## config.mk

```make
export PLATFORM = sky130hd
export DESIGN_NAME = cca_div
export DESIGN_NICKNAME = d
export VERILOG_FILES = /design/src/design/cca_pkg.sv /design/src/design/cca_div.sv
export SDC_FILE = /design/constraint.sdc
export NUM_CORES = 1
export LEC_CHECK = 0
export BUFFER_PORTS_ARGS = -buffer_cell sky130_fd_sc_hd__buf_4
export CAP_MARGIN = 15
export CORE_ASPECT_RATIO = 0.7
export CORE_MARGIN = 1
export CORE_UTILIZATION = 50
export CTS_CLUSTER_SIZE = 30
export DETAILED_ROUTE_END_ITERATION = 8
export PLACE_DENSITY = 0.87
export RECOVER_POWER = 25
export REMOVE_ABC_BUFFERS = 1
export SLEW_MARGIN = 0
export SYNTH_ARGS = -nofsm -noshare
export SYNTH_HDL_FRONTEND = slang
export SYNTH_SLANG_ARGS = --single-unit
```

## constraint.sdc

```tcl
create_clock -name clk_i -period 5.9 [get_ports clk_i]
set_input_delay 1.18 -clock clk_i [delete_from_list [all_inputs] [get_ports clk_i]]
set_output_delay 1.18 -clock clk_i [all_outputs]
set_load 0.05 [all_outputs]
```

## src/design/cca_pkg.sv

```systemverilog
// cca_pkg: constants, codes and shared types for the correlator X stage.
// No dependencies; imported by the interfaces and every module of the block.
`default_nettype none

package cca_pkg;

  // Array sizes
  localparam int MaxAntennas  = 8;
  localparam int MaxChannels  = 1024;
  localparam int NumProducts  = 4;
  localparam int NumBaselines = MaxAntennas * (MaxAntennas - 1) / 2;
  localparam int AccDepth     = NumBaselines * NumProducts * MaxChannels;

  // Field widths
  localparam int AntW     = 3;
  localparam int ChanW    = 10;
  localparam int BaseW    = 5;
  localparam int ProdW    = 2;
  localparam int SampW    = 16;
  localparam int AccW     = 48;
  localparam int VisW     = 33;
  localparam int CountW   = 16;
  localparam int CfgAntW  = 4;
  localparam int CfgChanW = 11;
  localparam int CfgDataW = 11;
  localparam int AddrW    = BaseW + ProdW + ChanW;

  // Command codes
  typedef enum logic [1:0] {
    CmdLoad  = 2'd0,
    CmdRead  = 2'd1,
    CmdClear = 2'd2
  } cmd_e;

  // Configuration register indexes
  localparam logic CfgAntennas = 1'b0;
  localparam logic CfgChannels = 1'b1;

  // Divider request and status
  typedef struct packed {
    logic              start;
    logic [AccW-1:0]   dividend;
    logic [CountW-1:0] divisor;
  } div_req_t;

  typedef struct packed {
    logic busy;
    logic done;
  } div_sts_t;

endpackage

`default_nettype wire

```

## src/design/cca_div.sv

```systemverilog
// cca_div: unsigned restoring divider, one quotient bit per cycle.
// Divides a 48-bit magnitude by a 16-bit count. Uses cca_pkg.
`default_nettype none

module cca_div import cca_pkg::*; (
  input  logic             clk_i,
  input  logic             rst_ni,
  input  div_req_t         req_i,
  output div_sts_t         sts_o,
  output logic [AccW-1:0]  quot_o
);

  localparam int CntW = $clog2(AccW + 1);

  logic [CntW-1:0]   cnt_q, cnt_d;
  logic              busy_q, busy_d;
  logic              done_q, done_d;
  logic [AccW-1:0]   quo_q, quo_d;
  logic [CountW-1:0] rem_q, rem_d;
  logic [CountW-1:0] dvs_q, dvs_d;
  logic [CountW:0]   rem_sh;
  logic              fits;

  // one restoring step
  always_comb begin
    rem_sh = {rem_q, quo_q[AccW-1]};
    fits   = rem_sh >= {1'b0, dvs_q};
    cnt_d  = cnt_q;
    busy_d = busy_q;
    done_d = 1'b0;
    quo_d  = quo_q;
    rem_d  = rem_q;
    dvs_d  = dvs_q;
    if (req_i.start) begin
      cnt_d  = '0;
      busy_d = 1'b1;
      quo_d  = req_i.dividend;
      rem_d  = '0;
      dvs_d  = req_i.divisor;
    end else if (busy_q) begin
      rem_d = fits ? CountW'(rem_sh - {1'b0, dvs_q}) : rem_sh[CountW-1:0];
      quo_d = {quo_q[AccW-2:0], fits};
      cnt_d = cnt_q + 1'b1;
      if (cnt_q == CntW'(AccW - 1)) begin
        busy_d = 1'b0;
        done_d = 1'b1;
      end
    end
  end

  always_ff @(posedge clk_i or negedge rst_ni) begin
    if (!rst_ni) begin
      cnt_q  <= '0;
      busy_q <= 1'b0;
      done_q <= 1'b0;
    end else begin
      cnt_q  <= cnt_d;
      busy_q <= busy_d;
      done_q <= done_d;
    end
  end

  always_ff @(posedge clk_i) begin
    quo_q <= quo_d;
    rem_q <= rem_d;
    dvs_q <= dvs_d;
  end

  assign sts_o.busy = busy_q;
  assign sts_o.done = done_q;
  assign quot_o     = quo_q;

endmodule

`default_nettype wire
```

; Word level (Yosys, flattened, before mapping)
; Cells that the tools add are included.
[totals]
ff_bits = 88
wordCells = 22
inputBits = 67
[op_classes]
n_eq_ne = 1
n_lt_le_gt_ge = 1
n_reduce_logical = 1
muxes = 11
n_addsub = 2
[op_table]
columns = cell, n
row1 = 48-bit 2-to-1 mux, 2
row2 = 17-bit by 16-bit greater-or-equal comparator with 1-bit output, 1
row3 = 16-bit 2-to-1 mux, 1
row4 = 16-bit subtractor, 1
row5 = 6-bit 2-to-1 mux, 2
row6 = "6-bit by 1-bit adder with 6-bit output, second input constant", 1
row7 = "6-bit equality test, second input constant", 1
row8 = 1-bit 2-to-1 mux, 6
row9 = 2-bit nonzero test, 1

; Depth between registers and ports, before layout
[logic_depth]
ltp_word = 4
mapped_depth = 10
mapped_depth_nobuf = 9

; Least setup slack after synthesis
; No wires, ideal clock.
[synth_timing]
path_type = input to register
startpoint = in req_i[64] (netlist bit)
endpoint = reg quo_q[0] (netlist: quot_o[0]) (enable)
setup_slack_ns = 2.782
n_path_buf = 2
arrival_ns = 2.535
stages = 4
cell_sequence = clkbuf_1 -> inv_1 -> clkbuf_1 -> nand2_1
[synth_via]
elab_chain_len = 1
[synth_lines]
columns = element, line
row1 = start: declaration, cca_div.sv:8  ; input div_req_t req_i,
row2 = 2-bit nonzero test (no line), n/a
row3 = end signal: assignment, cca_div.sv:64  ; quo_q <= quo_d;
row4 = end: declaration, cca_div.sv:18  ; logic [AccW-1:0] quo_q, quo_d;
; No other way between the ends.
; A chain may end at the register's enable or synchronous reset.

; Final worst setup path
; Ends and elaborated chain as after synthesis.

==> impl_metrics.toml <==
[placement]
portBuffers = 116
dpl.hpwl_um = 7260
pre_cts_ws_ns = 2.93
place.gp.congestion = 0.907

[clock_network]
ctsResizeCount = 0
cts_buffers = 9
cts_tree = "done"
root_buffer = "clkbuf_16"
postCtsSetupBuffers = 0
cts_sinks = 88
cts_max_level = 3
clock_latency_ns = 0.34
path_clk_slew_ns = 0.06
clock_path_buffers = 2
ctsHoldBuffers = 0

[timing]
setup_tns_ns = 0
min_period_over_period = 0.496
setup_viol = 0
fin_skew_ns = 0.00504
finalMaxSlewViolations = 0
final_hold_viol_count = 0
worstMarginPinSlew_ns = 0.833
relSlewSlack = 0.445
rsz0062_at_grt = "no"
fmax_mhz = 342
fin_ws_ns = 2.97
fin_crit_ns = 2.93

[global_routing]
grt_max_degree = 72
grt_pass1_vias = 3250
grtUsageTotal = 0.228
grt_pass1_wl_um = 16200
grt_use_met1 = 0.297
grt_overflow_total = 0
grt.busiest_layer = "met2"
use_met2 = 0.362
grt_use_met3 = 0.0759
antenna_found_initial = 0

[die]
ioPinCount = 117
coreArea_um2 = 8720
start_util = 0.530
die_w_um = 117
placementRows = 28
fp.dieH_um = 82.5
die_area_um2 = 9650

[layout]
n_antenna_cell = 0
drive_above_1_share = 0.368
fill_cells = 662
synthToLayoutAreaGrowth_pct = 25.2
nNetsFinal = 577

[power]
clkPwrFrac = 0.330
sequentialPowerShare = 0.465
p_comb_frac = 0.205
swShare = 0.290
ir_drop_uv = 158
pwr_density_cell_nw_per_um2 = 276
p_int_uw = 1130
total_power_uw = 1600
power_switching_uw = 462
p_leak_uw = 0.00247

[logic_synthesis]
ys.flop_type = "edfxtp_1"
synth-seq-cells = 88
synth_edf_count = 64
synth_cells = 383
synth_cell_types = 65
seq_area_frac_synth = 0.528
async_flop_share = 0.0909
ys_warn_count = 0
syn_avg_cell_area_um2 = 12.1
syn_area_um2 = 4630

[route]
dr.pass1.iters = 5
via_count = 3492
drcViolationCount = 0
wl_per_cell_um = 17.1
drt_iter0_markers = 236
wl_um = 10500
viasPerCell = 5.66
ant_nets = 0

[hold_path]
hp-class = "reg2reg"

[critical_path]
arrival_ns = 2.97
startpoint_type = "primary input"
end_kind = "flop"
worst_ep_required_time_ns = 5.94
critical_path_peak_fanout = 29
critPathKind = "in2reg"

[flow_run]
cap_viol_max_count = 0

[outcome]
status = "complete, no violations"
[metal layers]
layer	vias to the layer above	wire length, um
met3	15	910
met5	-	0
met1	1666	4610
met4	0	158
met2	152	4840
li1	1659	-
[metrics by stage]
stage | util | instance area [um2] | instances | hold slack (ns)
after floorplan | - | 4510 | 362 | 0.464
after global placement | 0.636 | 5550 | 600 | 0.486
after detailed placement | 0.636 | 5550 | 600 | 0.499
after CTS | 0.667 | 5820 | 616 | 0.508
after global routing | 0.664 | 5790 | 617 | 0.523
final | 0.664 | 5790 | 617 | 0.509
[synth_stat cells (all sizes together), types with 5 or more instances]
cell	n	share of area
a21o	6	0.0097
a311oi	7	0.016
nand3	8	0.0087
a211oi	6	0.012
nor2	24	0.019
xnor2	5	0.0095
ha	17	0.046
o21ai	12	0.013
nand2	23	0.020
nand4	11	0.015
mux2	47	0.11
inv	24	0.019
clkbuf	9	0.0073
dfrtp	8	0.043
nor3	5	0.0054
dfxtp	16	0.069
buf	12	0.018
a21oi	17	0.022
xor2	6	0.011
edfxtp	64	0.42
[flip-flops by register name (all words and copies together) (netlist names)]
name and flops:
busy_q 1, cnt_q 6, done_q 1, dvs_q 16, quot_o 48, rem_q 16
[final cells by class]
type,count,area (um2),share of cell area
Clock inverter,3,18.8,0.00324
Tap cell,120,150,0.0259
Multi-Input combinational cell,250,1980,0.342
Inverter,24,90.1,0.0156
Sequential cell,88,2440,0.422
Clock buffer,13,250,0.0432
Timing Repair Buffer,119,861,0.149
[worst max-delay path, stage by stage]
cell      delay (ns)
clkbuf_1        0.56
inv_1           0.42
nand2_2         0.51
buf_12          0.26
[cells in the final DEF (no fill, tap or decap), drive strengths merged, types with 7 or more instances in the layout]
cell type | Yosys | layout
o21ai | 12 | 12
dfxtp | 16 | 16
edfxtp | 64 | 64
ha | 17 | 17
nand2 | 23 | 23
nand3 | 8 | 8
buf | 12 | 91
mux2 | 47 | 47
a21oi | 17 | 17
clkbuf | 9 | 41
nor2 | 24 | 24
a311oi | 7 | 7
inv | 24 | 24
dfrtp | 8 | 8
nand4 | 11 | 11
[logic make-up after synthesis]
kind of cell	count (synthesis)	share of synthesized area
DFF	88	0.528
muxes	49	0.119
buffers and inverters	45	0.0446
xor gates and xnor gates	11	0.0208
and+or+nand+nor	96	0.107
AOI/OAI and AO/OA	76	0.130
adders and majority gates	18	0.0503
[power groups by stage]
stage | sequential, uW | combinational, uW | clock (uW)
2_1_floorplan | 870 | 95.0 | 0
3_3_place_gp | 754 | 325 | 0
3_5_place_dp | 755 | 332 | 0
4_1_cts | 744 | 334 | 537
5_1_grt | 748 | 345 | 564
6_report | 743 | 327 | 527
[path summary, 6_finish.rpt]
path / startpoint / end / slack [ns] / cells past startpoint
min in group asynchronous: rst_ni / done_q$_DFF_PN0_ / 0.75 / 1
worst max-delay path: req_i[64] / quot_o[0]$_DFFE_PP_ / 2.97 / 4
worst max register to register: dvs_q[6]$_DFFE_PP_ / rem_q[3]$_SDFFE_PP0P_ / 3.16 / 8
worst min-delay path: rem_q[9]$_SDFFE_PP0P_ / rem_q[10]$_SDFFE_PP0P_ / 0.51 / 2
max in group asynchronous: rst_ni / cnt_q[5]$_DFFE_PN0P_ / 4.84 / 1
worst min register to register: rem_q[9]$_SDFFE_PP0P_ / rem_q[10]$_SDFFE_PP0P_ / 0.51 / 2
Note: power is estimated with default switching activity, not from simulation.
